[src/rtl/core/srml_pkg.sv]
`default_nettype none

package srml_pkg;

  // Command codes carried by an input item.
  localparam logic [1:0] CMD_ROW_WRITE  = 2'd0;
  localparam logic [1:0] CMD_CELL_WRITE = 2'd1;
  localparam logic [1:0] CMD_QUERY      = 2'd2;

  // Configuration register indexes.
  localparam logic REG_ROW_COUNT  = 1'b0;
  localparam logic REG_CELL_COUNT = 1'b1;

  localparam int ROW_COUNT_W  = 11;
  localparam int CELL_COUNT_W = 13;
  localparam int CFG_DATA_W   = 13;
  localparam int ROW_W        = 10;
  localparam int SLOT_W       = 12;
  localparam int COL_W        = 16;
  localparam int VALUE_W      = 64;

  typedef struct packed {
    logic [1:0]         command;
    logic [ROW_W-1:0]   row;
    logic               row_is_empty;
    logic [SLOT_W-1:0]  cell_index;
    logic [COL_W-1:0]   column;
    logic [VALUE_W-1:0] cell_data;
  } in_t;

  typedef struct packed {
    logic               found;
    logic [VALUE_W-1:0] value;
  } out_t;

  typedef enum logic [2:0] {
    ST_IDLE,
    ST_HEAD_RD,
    ST_HEAD_CHK,
    ST_ROW_SCAN,
    ST_CELL_SCAN,
    ST_RESP
  } state_t;

  // Commands from the controller to the datapath.
  typedef struct packed {
    logic idle;
    logic load_query;
    logic head_read;
    logic head_setup;
    logic row_scan;
    logic cell_scan;
    logic hit;
    logic miss;
    logic respond;
  } ctrl_t;

  // Status from the datapath to the controller.
  typedef struct packed {
    logic is_query;
    logic in_range;
    logic head_empty;
    logic row_end;
    logic cell_eq;
    logic cell_stop;
    logic out_free;
  } status_t;

endpackage

`default_nettype wire

[src/rtl/core/srml_ctrl.sv]
`default_nettype none

module srml_ctrl (
  input  wire logic              clk,
  input  wire logic              rst,
  input  wire logic              in_valid,
  input  wire srml_pkg::status_t status,
  output srml_pkg::ctrl_t        ctrl
);

  srml_pkg::state_t state;
  srml_pkg::state_t state_next;

  always_ff @(posedge clk) begin
    if (rst) begin
      state <= srml_pkg::ST_IDLE;
    end else begin
      state <= state_next;
    end
  end

  always_comb begin
    state_next = state;
    ctrl       = '0;
    unique case (state)
      srml_pkg::ST_IDLE: begin
        ctrl.idle = 1'b1;
        if (in_valid && status.is_query) begin
          ctrl.load_query = 1'b1;
          state_next      = srml_pkg::ST_HEAD_RD;
        end
      end
      srml_pkg::ST_HEAD_RD: begin
        if (!status.in_range) begin
          ctrl.miss  = 1'b1;
          state_next = srml_pkg::ST_RESP;
        end else begin
          ctrl.head_read = 1'b1;
          state_next     = srml_pkg::ST_HEAD_CHK;
        end
      end
      srml_pkg::ST_HEAD_CHK: begin
        if (status.head_empty) begin
          ctrl.miss  = 1'b1;
          state_next = srml_pkg::ST_RESP;
        end else begin
          ctrl.head_setup = 1'b1;
          state_next      = srml_pkg::ST_ROW_SCAN;
        end
      end
      srml_pkg::ST_ROW_SCAN: begin
        ctrl.row_scan = 1'b1;
        if (status.row_end) begin
          state_next = srml_pkg::ST_CELL_SCAN;
        end
      end
      srml_pkg::ST_CELL_SCAN: begin
        ctrl.cell_scan = 1'b1;
        if (status.cell_eq) begin
          ctrl.hit   = 1'b1;
          state_next = srml_pkg::ST_RESP;
        end else if (status.cell_stop) begin
          ctrl.miss  = 1'b1;
          state_next = srml_pkg::ST_RESP;
        end
      end
      srml_pkg::ST_RESP: begin
        if (status.out_free) begin
          ctrl.respond = 1'b1;
          state_next   = srml_pkg::ST_IDLE;
        end
      end
      default: begin
        state_next = srml_pkg::ST_IDLE;
      end
    endcase
  end

endmodule

`default_nettype wire

[config.mk]
export PLATFORM = sky130hd
export DESIGN_NAME = srml_ctrl
export DESIGN_NICKNAME = d
export VERILOG_FILES = /design/src/rtl/core/srml_pkg.sv /design/src/rtl/core/srml_ctrl.sv
export SDC_FILE = /design/constraint.sdc
export NUM_CORES = 1
export LEC_CHECK = 0
export BUFFER_PORTS_ARGS = -buffer_cell sky130_fd_sc_hd__buf_2
export CAP_MARGIN = 10
export CORE_AREA = 2 2 39 41
export DETAILED_ROUTE_END_ITERATION = 8
export DIE_AREA = 0 0 41 43
export GPL_TIMING_DRIVEN = 1
export SLEW_MARGIN = 25
export SYNTH_ARGS = -nofsm -noshare
export SYNTH_HDL_FRONTEND = slang
export SYNTH_SLANG_ARGS = --single-unit
export TNS_END_PERCENT = 5
[constraint.sdc]
create_clock -name clk -period 1.8 [get_ports clk]
set_input_delay 0.36 -clock clk [delete_from_list [all_inputs] [get_ports clk]]
set_output_delay 0.36 -clock clk [all_outputs]
set_load 0.005 [all_outputs]
==> metrics.log, run 1 <==
[metrics] run status: complete, no violations
[metrics] number of flip-flops under the largest register name: 3
[metrics] number of detailed-routing iterations run before antenna repair: 3
[metrics] final instance area: about 410 um^2
[metrics] Critical Path AT: 1.34 ns
[metrics] Main synth FF type: sky130_fd_sc_hd__dfxtp_1
[metrics] met1 WL: about 360 um
[metrics] Max Slew Vio Count: 0
[metrics] worst slack at placement: 0.310 ns
[metrics] net switching power: around 0.22 mW
[metrics] setup violation total in the final timing report: 0
[metrics] RSZ-0062 raised after global routing: no
[metrics] detailed placement HPWL: approximately 570 um
[metrics] maximum fanout along the worst path: 11
[metrics] H-tree Lvls: 1
[metrics] clock network latency to the later pin of the worst-skew pair: about 0.23 ns
[metrics] count of input and output buffers: 18
[metrics] final weighted congestion of routability-driven global placement: around 0.75
[metrics] placeable core region: around 0.0014 mm^2
[metrics] worst setup path class: reg -> out
[metrics] GRT Overall Usage: a little over 9%
[metrics] wire length of the first global-routing pass: around 1100 um
[metrics] Synth Net Count: 52
[metrics] Site Rows: 14
[metrics] Worst Max-Slew Pin Slew: 0.330 ns
[metrics] area growth from synthesis to final layout: 38.8%
[metrics] power per standard cell area: approximately 1300 mW/mm^2
[metrics] mean area per synthesized cell: 7.06 um^2
[metrics] Setup TNS: 0 ns
[metrics] Placed Cells: 73
[metrics] number of buffers on the longest clock path: 2
[metrics] fraction of layout cells with a size suffix above 1: between 30 and 40%
[metrics] routed via count: ~360
[metrics] headroom to the max-slew limit: 78.0%
[metrics] synth warn: 0
[metrics] clock buffer count from CTS: 3
[metrics] Die Y: 43 um
[metrics] effective utilization at floorplan: a little over a fifth
[metrics] clock power share: a little under a quarter
[metrics] switching share of power: approximately 41%
[metrics] Die Wd: around 41 um
[metrics] number of top-level design ports: 19
[metrics] Final Hold Vio Count: 0
[metrics] Cell Int Power: just over 0.3 mW
[metrics] cell accounting for the most synthesized area: sky130_fd_sc_hd__dfxtp_1
[metrics] Max Cap Violations: 0
[metrics] count of non-filler cells in the finished layout: slightly below 80
[metrics] category of the worst setup path capture point: output pin
[metrics] fraction of synthesized cell area taken by the top area cell type: between 20% and 30%
[metrics] maximum frequency from static timing analysis: 587 MHz
[metrics] number of hold-repair buffers added at the cts stage: 0
[metrics] initial antenna violation count: 0
[metrics] part of the power in combinational logic: between 40% and 50%
[metrics] cell area after synthesis: between 200 and 300 um^2
[metrics] final routed DRC violation total: 0
[metrics] post-place instance area: 383 um^2
[metrics] Seq/Total Area, Yosys: between 20 and 25%
[metrics] cell types with the largest area share after synthesis: sky130_fd_sc_hd__dfxtp_1, sky130_fd_sc_hd__a21oi_1, sky130_fd_sc_hd__nor2b_1
[metrics] remaining global-route overflow: 0
[metrics] Final nets: 72
[metrics] clock skew: ~0.00036 ns
[metrics] proportion of power drawn by flip-flops and latches: 32.2%
[metrics] floorplan die area: 0.00176 mm^2
[metrics] final worst-path cycle share: 94.7%
[metrics] average via count per standard cell: 4.70
[metrics] clock tree from TritonCTS: done
[metrics] post-CTS clock slew at the launch and capture registers of the worst setup and hold paths: about 0.040 ns
[metrics] average wire per standard cell: between 9 and 10 um
[metrics] Lkg Pwr: 0.210 nW
[metrics] DRC violation total after the first TritonRoute iteration: 4
[metrics] Worst setup SP type: register
[metrics] number of standard cells after synthesis: between 40 and 50
[metrics] met2 routed WL: between 300 and 400 um
[metrics] number of enable-type register cells in the synthesized netlist: 0
[metrics] metal3 WL: between 40 and 50 um
[metrics] path type of the worst min-delay path: in -> reg
[metrics] final critical delay including setup and external delays: 1.70 ns
[metrics] total wire length: roughly 740 um
[metrics] highest routed metal layer: met3
[metrics] number of diodes added for antenna fixing: 0
[metrics] crit path setup slack, layout: 0.0955 ns
[metrics] largest registers: state: 3 flops
[metrics] CTS Root Buffer Type: sky130_fd_sc_hd__clkbuf_4
[metrics] maximum vdd drop: approximately 0.25 mV
[metrics] total number of clock tree sinks: 3
[metrics] largest net degree at the start of global routing: 15
[metrics] Biggest register: state
[metrics] Async S/R FF share, synth: 0%
[metrics] data required time of the worst path: 1.44 ns
[metrics] Synth cell types: 24
[metrics] vias in the first global route: roughly 290
[metrics] antenna-violating nets left: 0
[metrics] number of flip-flops and latches in the synthesized netlist: 3
[area by class of cell]
type | count | area, um^2
fillers | 158 | 972
multi-input cells | 32 | 198
repair buffers | 18 | 90.1
flip-flops and latches | 3 | 62.6
clock buffers | 4 | 26.3
well taps | 16 | 20.0
inverters | 4 | 15.0
[cells in the mapped netlist (all sizes together), types with 2 or more instances]
| cell | number |
|---|---|
| a21oi | 5 |
| nor2b | 4 |
| and3 | 2 |
| o21ai | 2 |
| inv | 4 |
| nor2 | 3 |
| buf | 3 |
| nor3 | 3 |
| dfxtp | 3 |
[critical path: stages (launching register included)]
cell and delay, ns:
sky130_fd_sc_hd__dfxtp_1 0.50, sky130_fd_sc_hd__nor2b_1 0.24, sky130_fd_sc_hd__a31oi_1 0.10, sky130_fd_sc_hd__o32ai_1 0.11, sky130_fd_sc_hd__buf_2 0.15
[metal layers]
| layer | GRT usage [%] | vias to the layer above |
|---|---|---|
| li1 | - | 191 |
| met1 | 10.6 | 159 |
| met2 | 12.8 | 12 |
| met3 | 3.14 | 0 |
| met4 | 8.00 | 0 |
| met5 | 0 | - |
[kinds of logic after synthesis]
| family | Yosys count | share of synthesized area (%) |
|---|---|---|
| buffers and inverters | 7 | 13.1 |
| AO/OA/AOI/OAI | 14 | 30.8 |
| AND/OR/NAND/NOR | 18 | 35.9 |
| flip-flops | 3 | 20.3 |
[power groups by stage]
stage               clock network [mW]  registers [mW]  logic, mW
floorplan                            0           0.108      0.236
global placement                     0           0.164      0.237
detailed placement                   0           0.163      0.238
CTS                              0.125           0.162      0.238
global route                     0.130           0.175      0.273
finish                           0.119           0.168      0.235
[timing repair]
item / CTS / global route
resized for setup: 0 / 2
setup endpoints to repair: 0 / 1
setup buffers: 0 / 0
[cell usage in the layout, fill, tap and decap left out, types with 2 or more instances in the layout]
cell	count
sky130_fd_sc_hd__buf_2	18
sky130_fd_sc_hd__o21ai_1	2
sky130_fd_sc_hd__dfxtp_2	2
sky130_fd_sc_hd__nor2_1	3
sky130_fd_sc_hd__clkbuf_4	3
sky130_fd_sc_hd__and3_1	2
sky130_fd_sc_hd__nor2b_1	4
sky130_fd_sc_hd__inv_1	4
sky130_fd_sc_hd__nor3_1	3
sky130_fd_sc_hd__a21oi_1	5
[path summary, 6_finish.rpt]
kind                           end             startpoint  slack, ns  cells past startpoint
min          state[0]$_SDFFE_PP0P_                    rst       0.32                      2
min reg2reg  state[0]$_SDFFE_PP0P_  state[0]$_SDFFE_PP0P_       0.61                      2
max                        ctrl[1]  state[2]$_SDFFE_PP0P_        0.1                      4
max reg2reg  state[0]$_SDFFE_PP0P_  state[2]$_SDFFE_PP0P_       0.58                      4
[through the flow]
stage                     hold WS (ns)  power (mW)  utilization (%)
after floorplan                  0.429       0.344                -
after global placement           0.560       0.400             27.7
final                            0.318       0.522             29.7
after CTS                        0.313       0.525             29.6
after detailed placement         0.563       0.401             27.7
after global routing             0.323       0.578             29.7
Note: power is estimated with default switching activity, not from simulation.
==> run 2, diff against run 1 <==
--- a/config.mk
+++ b/config.mk
@@ -5,6 +5,7 @@
 export SDC_FILE = /design/constraint.sdc
 export NUM_CORES = 1
 export LEC_CHECK = 0
+export ABC_AREA = 1
 export BUFFER_PORTS_ARGS = -buffer_cell sky130_fd_sc_hd__buf_2
 export CAP_MARGIN = 10
 export CORE_AREA = 2 2 39 41
==> metrics.log, run 2 <==
[metrics] Critical path buffers and inverters: 2
[metrics] largest registers: state: 3 flops
[metrics] initial antenna violation count: 0
[metrics] clock skew: 0.000345 ns
[metrics] area growth from synthesis to final layout: 48.2%
[metrics] Synth cell types: 15
[metrics] number of buffers on the longest clock path: 2
[metrics] Util after Layout: slightly above 30%
[metrics] vias in the first global route: about 310
[metrics] average wire per standard cell: slightly above 8 um
[metrics] synth warn: 0
[metrics] GRT Overall Usage: around a tenth
[metrics] buffers inserted by post-CTS timing repair: 0
[metrics] maximum fanout along the worst path: 7
[metrics] floorplan die area: ~0.0018 mm^2
[metrics] final critical delay including setup and external delays: about 1.6 ns
[metrics] minimum setup slack among reg-to-reg paths: 0.68 ns
[metrics] leading cell type in the layout, fill and taps excluded: sky130_fd_sc_hd__buf_2
[metrics] Placed Cells: between 80 and 90
[metrics] largest net degree at the start of global routing: 9
[metrics] data required time of the worst path: between 1 and 1.5 ns
[metrics] routed via count: between 300 and 400
[metrics] Critical Path AT: around 1.2 ns
[metrics] Die Wd: slightly above 40 um
[metrics] worst setup path class: reg -> out
[metrics] number of top-level design ports: 19
[metrics] placeable core region: 0.00138 mm^2
[metrics] cell area after synthesis: 283 um^2
[metrics] power per standard cell area: 1230 mW/mm^2
[metrics] most used cells in the layout excluding fill and tap cells: sky130_fd_sc_hd__buf_2, sky130_fd_sc_hd__nand2_1, sky130_fd_sc_hd__inv_1
[metrics] wire length of the first global-routing pass: 1110 um
[metrics] RSZ-0062 raised after global routing: no
[metrics] average via count per standard cell: between 4 and 5
[metrics] H-tree Lvls: 1
[metrics] Final nets: 84
[metrics] number of flip-flops under the largest register name: 3
[metrics] effective utilization at floorplan: about a fifth
[metrics] Main synth FF type: sky130_fd_sc_hd__dfxtp_1
[metrics] Max Cap Violations: 0
[metrics] combined area of the multi-input logic cells: around 180 um^2
[metrics] total wire length: roughly 740 um
[metrics] number of diodes added for antenna fixing: 0
[metrics] Cell Chain, Critical Path: nor2_2 > nand2_1 > inv_1 > nand3_1 > nand3_1 > buf_2
[metrics] Worst Max-Slew Pin Slew: around 0.25 ns
[metrics] number of standard cells after synthesis: just over 50
[metrics] Worst setup SP type: register
[metrics] category of the worst setup path capture point: output pin
[metrics] number of flip-flops and latches in the synthesized netlist: 3
[metrics] # resized after CTS: 0
[metrics] detailed placement HPWL: ~610 um
[metrics] number of enable-type register cells in the synthesized netlist: 0
[metrics] run status: complete, no violations
[metrics] Synth Net Count: 61
[metrics] clock tree from TritonCTS: done
[metrics] number of detailed-routing iterations run before antenna repair: 4
[metrics] clock network latency to the later pin of the worst-skew pair: approximately 0.23 ns
[metrics] final weighted congestion of routability-driven global placement: 0.728
[metrics] maximum vdd drop: roughly 0.32 mV
[metrics] Max Slew Vio Count: 0
[metrics] fill cell count: between 150 and 200
[metrics] Hold Worst Slack: 0.311 ns
[metrics] final worst-path cycle share: 87.0%
[metrics] cell accounting for the most synthesized area: sky130_fd_sc_hd__dfxtp_1
[metrics] path type of the worst min-delay path: in -> reg
[metrics] remaining global-route overflow: 0
[metrics] maximum frequency from static timing analysis: ~640 MHz
[metrics] clock buffer count from CTS: 3
[metrics] total number of clock tree sinks: 3
[metrics] mean area per synthesized cell: approximately 5.5 um^2
[metrics] Die Y: approximately 43 um
[metrics] fraction of synthesized cell area taken by the top area cell type: between 20% and 30%
[metrics] Final Hold Vio Count: 0
[metrics] Lkg Pwr: around 0.26 nW
[metrics] Site Rows: 14
[metrics] setup violation total in the final timing report: 0
[metrics] count of input and output buffers: 18
[metrics] antenna-violating nets left: 0
[metrics] post-CTS clock slew at the launch and capture registers of the worst setup and hold paths: about 0.04 ns
[metrics] CTS Root Buffer Type: sky130_fd_sc_hd__clkbuf_4
[metrics] final routed DRC violation total: 0
[metrics] fraction of layout cells with a size suffix above 1: between 30% and 40%
[metrics] crit-path leading delay family: flip-flops
[metrics] Async S/R FF share, synth: 0%
[metrics] headroom to the max-slew limit: approximately 83%
[metrics] Setup TNS: 0 ns
[metrics] Reg area: between 60 and 70 um^2
[metrics] Biggest register: state
[metrics] Critical Path Max Stage Delay: ~0.46 ns
[metrics] cell repeated most along the worst path: sky130_fd_sc_hd__nand3_1
[metrics] crit path max-delay cell type: sky130_fd_sc_hd__dfxtp_1
[metrics] list of most frequent post-synthesis cells: sky130_fd_sc_hd__nand2_1, sky130_fd_sc_hd__inv_1, sky130_fd_sc_hd__nand3_1
[metrics] number of hold-repair buffers added at the cts stage: 0
[metrics] Seq/Total Area, Yosys: about a fifth
[metrics] cell types with the largest area share after synthesis: sky130_fd_sc_hd__dfxtp_1, sky130_fd_sc_hd__nand3_1, sky130_fd_sc_hd__nand2_1
[metrics] count of non-filler cells in the finished layout: 89
[metrics] leading cell type by number of instances after synthesis: sky130_fd_sc_hd__nand2_1
[metrics] DRC violation total after the first TritonRoute iteration: 8
==> run 2: cell types whose count changed in the layout (fill, tap and decap cells not counted), sizes merged, moves of 2 or more <==
cell	delta
nor3	-3
nor2	+7
inv	+7
nand2	+10
and3	-2
nand4	+2
nor2b	-4
a21oi	-3
nand3	+8
==> run 2: path summary, 6_finish.rpt <==
path,from,to,depth (start not counted)
min,rst,state[0]$_SDFFE_PP0P_,2
max reg2reg,state[2]$_SDFFE_PP0P_,state[0]$_SDFFE_PP0P_,6
min reg2reg,state[0]$_SDFFE_PP0P_,state[0]$_SDFFE_PP0P_,2
max,state[1]$_SDFFE_PP0P_,ctrl[1],6
==> run 2: cells by family (layout without fill, tap and decap cells) <==
logic type | count (synthesis) | count (layout) | share of synthesized area (%)
flip-flops | 3 | 3 | 21.2
AO/OA/AOI/OAI | 4 | 4 | 9.29
AND/OR/NAND/NOR | 33 | 33 | 54.9
buffers and inverters | 11 | 33 | 14.6
==> run 2: final cells by class <==
class,count,area share (%)
Tap cell,16,4.78
Clock buffer,4,6.27
Multi-Input combinational cell,37,43.3
Inverter,11,9.85
Sequential cell,3,14.3
Timing Repair Buffer,18,21.5
==> run 2: layer usage <==
layer	vias up	global-route usage, %	part of all wire, %
met4	0	6.00	0
met1	159	10.9	43
met2	9	13.8	50
li1	208	-	-
met5	-	0	0
met3	0	3.14	7.0
==> run 2: worst register-to-register path: stages (launching register included) <==
cell,delay (ns)
sky130_fd_sc_hd__dfxtp_1,0.42
sky130_fd_sc_hd__inv_2,0.11
sky130_fd_sc_hd__nand3_1,0.10
sky130_fd_sc_hd__nand2_1,0.07
sky130_fd_sc_hd__nor2_1,0.14
sky130_fd_sc_hd__nand2_1,0.09
sky130_fd_sc_hd__a21oi_2,0.12
==> run 2: stage by stage <==
| stage | setup slack (ns) | instance area (um^2) | power [mW] |
|---|---|---|---|
| after floorplan | 0.626 | 283 | 0.309 |
| after CTS | 0.219 | 419 | 0.521 |
| after global placement | 0.483 | 393 | 0.395 |
| after detailed placement | 0.476 | 393 | 0.397 |
| final | 0.234 | 419 | 0.515 |
| after global routing | 0.118 | 419 | 0.573 |
==> run 2: power by group <==
group          total [mW]  switching (mW)  internal, mW
sequential          0.121          0.0332        0.0879
combinational       0.276           0.161         0.114
clock               0.118          0.0353        0.0831
total               0.515           0.230         0.285
==> run 3, diff against run 2 <==
--- a/config.mk
+++ b/config.mk
@@ -12,7 +12,6 @@
 export DETAILED_ROUTE_END_ITERATION = 8
 export DIE_AREA = 0 0 41 43
 export GPL_TIMING_DRIVEN = 1
-export SLEW_MARGIN = 25
 export SYNTH_ARGS = -nofsm -noshare
 export SYNTH_HDL_FRONTEND = slang
 export SYNTH_SLANG_ARGS = --single-unit
==> constraint.sdc (replaced) <==
create_clock -name clk -period 1.7 [get_ports clk]
set_input_delay 0.34 -clock clk [delete_from_list [all_inputs] [get_ports clk]]
set_output_delay 0.34 -clock clk [all_outputs]
set_load 0.005 [all_outputs]
==> metrics.log, run 3 (synthesis gave the netlist of run 2 again) <==
[metrics] run status: complete, no violations
[metrics] initial antenna violation count: 0
[metrics] Critical Path AT: 1.20 ns
[metrics] Site Rows: 14
[metrics] floorplan die area: roughly 0.0018 mm^2
[metrics] final weighted congestion of routability-driven global placement: roughly 0.73
[metrics] wire length of the first global-routing pass: 1170 um
[metrics] largest registers: state: 3 flops
[metrics] Die Y: 43 um
[metrics] total wire length: between 700 and 800 um
[metrics] Worst setup SP type: register
[metrics] GRT Overall Usage: under 10%
[metrics] remaining global-route overflow: 0
[metrics] RSZ-0062 raised after global routing: no
[metrics] minimum setup slack among reg-to-reg paths: a little under 0.6 ns
[metrics] leading cell type in the layout, fill and taps excluded: sky130_fd_sc_hd__buf_2
[metrics] data required time of the worst path: ~1.4 ns
[metrics] Final Hold Vio Count: 0
[metrics] # resized after CTS: 0
[metrics] Final nets: between 80 and 90
[metrics] power per standard cell area: 1300 mW/mm^2
[metrics] vias in the first global route: roughly 330
[metrics] buffers inserted by post-CTS timing repair: 0
[metrics] largest net degree at the start of global routing: 9
[metrics] placeable core region: about 0.0014 mm^2
[metrics] number of buffers on the longest clock path: 2
[metrics] detailed placement HPWL: ~620 um
[metrics] Placed Cells: 85
[metrics] post-CTS clock slew at the launch and capture registers of the worst setup and hold paths: about 0.04 ns
[metrics] clock network latency to the later pin of the worst-skew pair: roughly 0.23 ns
[metrics] maximum frequency from static timing analysis: approximately 650 MHz
[metrics] final critical delay including setup and external delays: 1.54 ns
[metrics] maximum fanout along the worst path: 7
[metrics] Biggest register: state
[metrics] clock skew: roughly 0.0004 ns
[metrics] average via count per standard cell: roughly 4.3
[metrics] Max Cap Violations: 0
[metrics] clock tree from TritonCTS: done
[metrics] count of input and output buffers: 18
[metrics] worst setup path class: reg -> out
[metrics] number of diodes added for antenna fixing: 0
[metrics] Die Wd: between 40 and 50 um
[metrics] routed via count: ~380
[metrics] Lkg Pwr: ~0.26 nW
[metrics] category of the worst setup path capture point: output pin
[metrics] Worst Max-Slew Pin Slew: about 0.26 ns
[metrics] count of non-filler cells in the finished layout: a little under 90
[metrics] number of detailed-routing iterations run before antenna repair: 4
[metrics] headroom to the max-slew limit: slightly above 80%
[metrics] antenna-violating nets left: 0
[metrics] number of top-level design ports: 19
[metrics] total number of clock tree sinks: 3
[metrics] most used cells in the layout excluding fill and tap cells: sky130_fd_sc_hd__buf_2, sky130_fd_sc_hd__nand2_1, sky130_fd_sc_hd__inv_1
[metrics] Max Slew Vio Count: 0
[metrics] worst slack at placement: between 0.3 and 0.4 ns
[metrics] CTS Root Buffer Type: sky130_fd_sc_hd__clkbuf_4
[metrics] effective utilization at floorplan: between 20% and 30%
[metrics] number of hold-repair buffers added at the cts stage: 0
[metrics] number of flip-flops under the largest register name: 3
[metrics] final worst-path cycle share: about nine tenths
[metrics] area growth from synthesis to final layout: 48.2%
[metrics] average wire per standard cell: ~8.3 um
[metrics] crit path setup slack, layout: roughly 0.16 ns
[metrics] H-tree Lvls: 1
[metrics] final routed DRC violation total: 0
[metrics] Setup TNS: 0 ns
[metrics] fill cell count: 171
[metrics] setup violation total in the final timing report: 0
[metrics] maximum vdd drop: roughly 0.35 mV
[metrics] clock buffer count from CTS: 3
[metrics] path type of the worst min-delay path: in -> reg
[metrics] fraction of layout cells with a size suffix above 1: between 30% and 40%
[metrics] DRC violation total after the first TritonRoute iteration: 3
[run 3: cell counts in the layout (fill, tap and decap cells not counted)]
No cell type changed its count.
[run 3: metrics by stage]
stage               hold WS (ns)  area (um^2)  util, %  power [mW]
global placement           0.538          393     28.4       0.418
CTS                        0.282          419     30.3       0.551
finish                     0.290          419     30.3       0.544
detailed placement         0.531          393     28.4       0.420
global route               0.281          419     30.3       0.610
floorplan                  0.402          283        -       0.327
[run 3: area by class of cell]
type | instances | area, um^2 | share of cell area, %
Multi-Input combinational cell | 37 | 181 | 43.3
Inverter | 11 | 41.3 | 9.85
Sequential cell | 3 | 60.1 | 14.3
Clock buffer | 4 | 26.3 | 6.27
Timing Repair Buffer | 18 | 90.1 | 21.5
Tap cell | 16 | 20.0 | 4.78
[run 3: where the power goes]
part,switching [mW],internal (mW)
Sequential,0.0354,0.0931
Combinational,0.170,0.121
Clock,0.0371,0.0880
Total,0.243,0.302
[run 3: worst paths after layout]
check                        startpoint               endpoint  cells past startpoint
hold / removal                      rst  state[0]$_SDFFE_PP0P_                      2
setup / recovery  state[1]$_SDFFE_PP0P_                ctrl[1]                      6
setup reg to reg  state[1]$_SDFFE_PP0P_  state[0]$_SDFFE_PP0P_                      6
hold reg to reg   state[0]$_SDFFE_PP0P_  state[0]$_SDFFE_PP0P_                      2
[run 3: layer usage]
metal,global-route usage (%),wire [um],up-vias
li1,-,-,206
met1,10.2,318,167
met2,15.6,366,11
met3,3.14,57,0
met4,6.00,0,0
met5,0,0,-
[run 3: worst max-delay path, stage by stage, from the launching register on]
cell	delay [ns]
sky130_fd_sc_hd__dfxtp_1	0.46
sky130_fd_sc_hd__nor2_2	0.09
sky130_fd_sc_hd__nand2_1	0.12
sky130_fd_sc_hd__inv_1	0.06
sky130_fd_sc_hd__nand3_1	0.06
sky130_fd_sc_hd__nand3_1	0.06
sky130_fd_sc_hd__buf_2	0.12
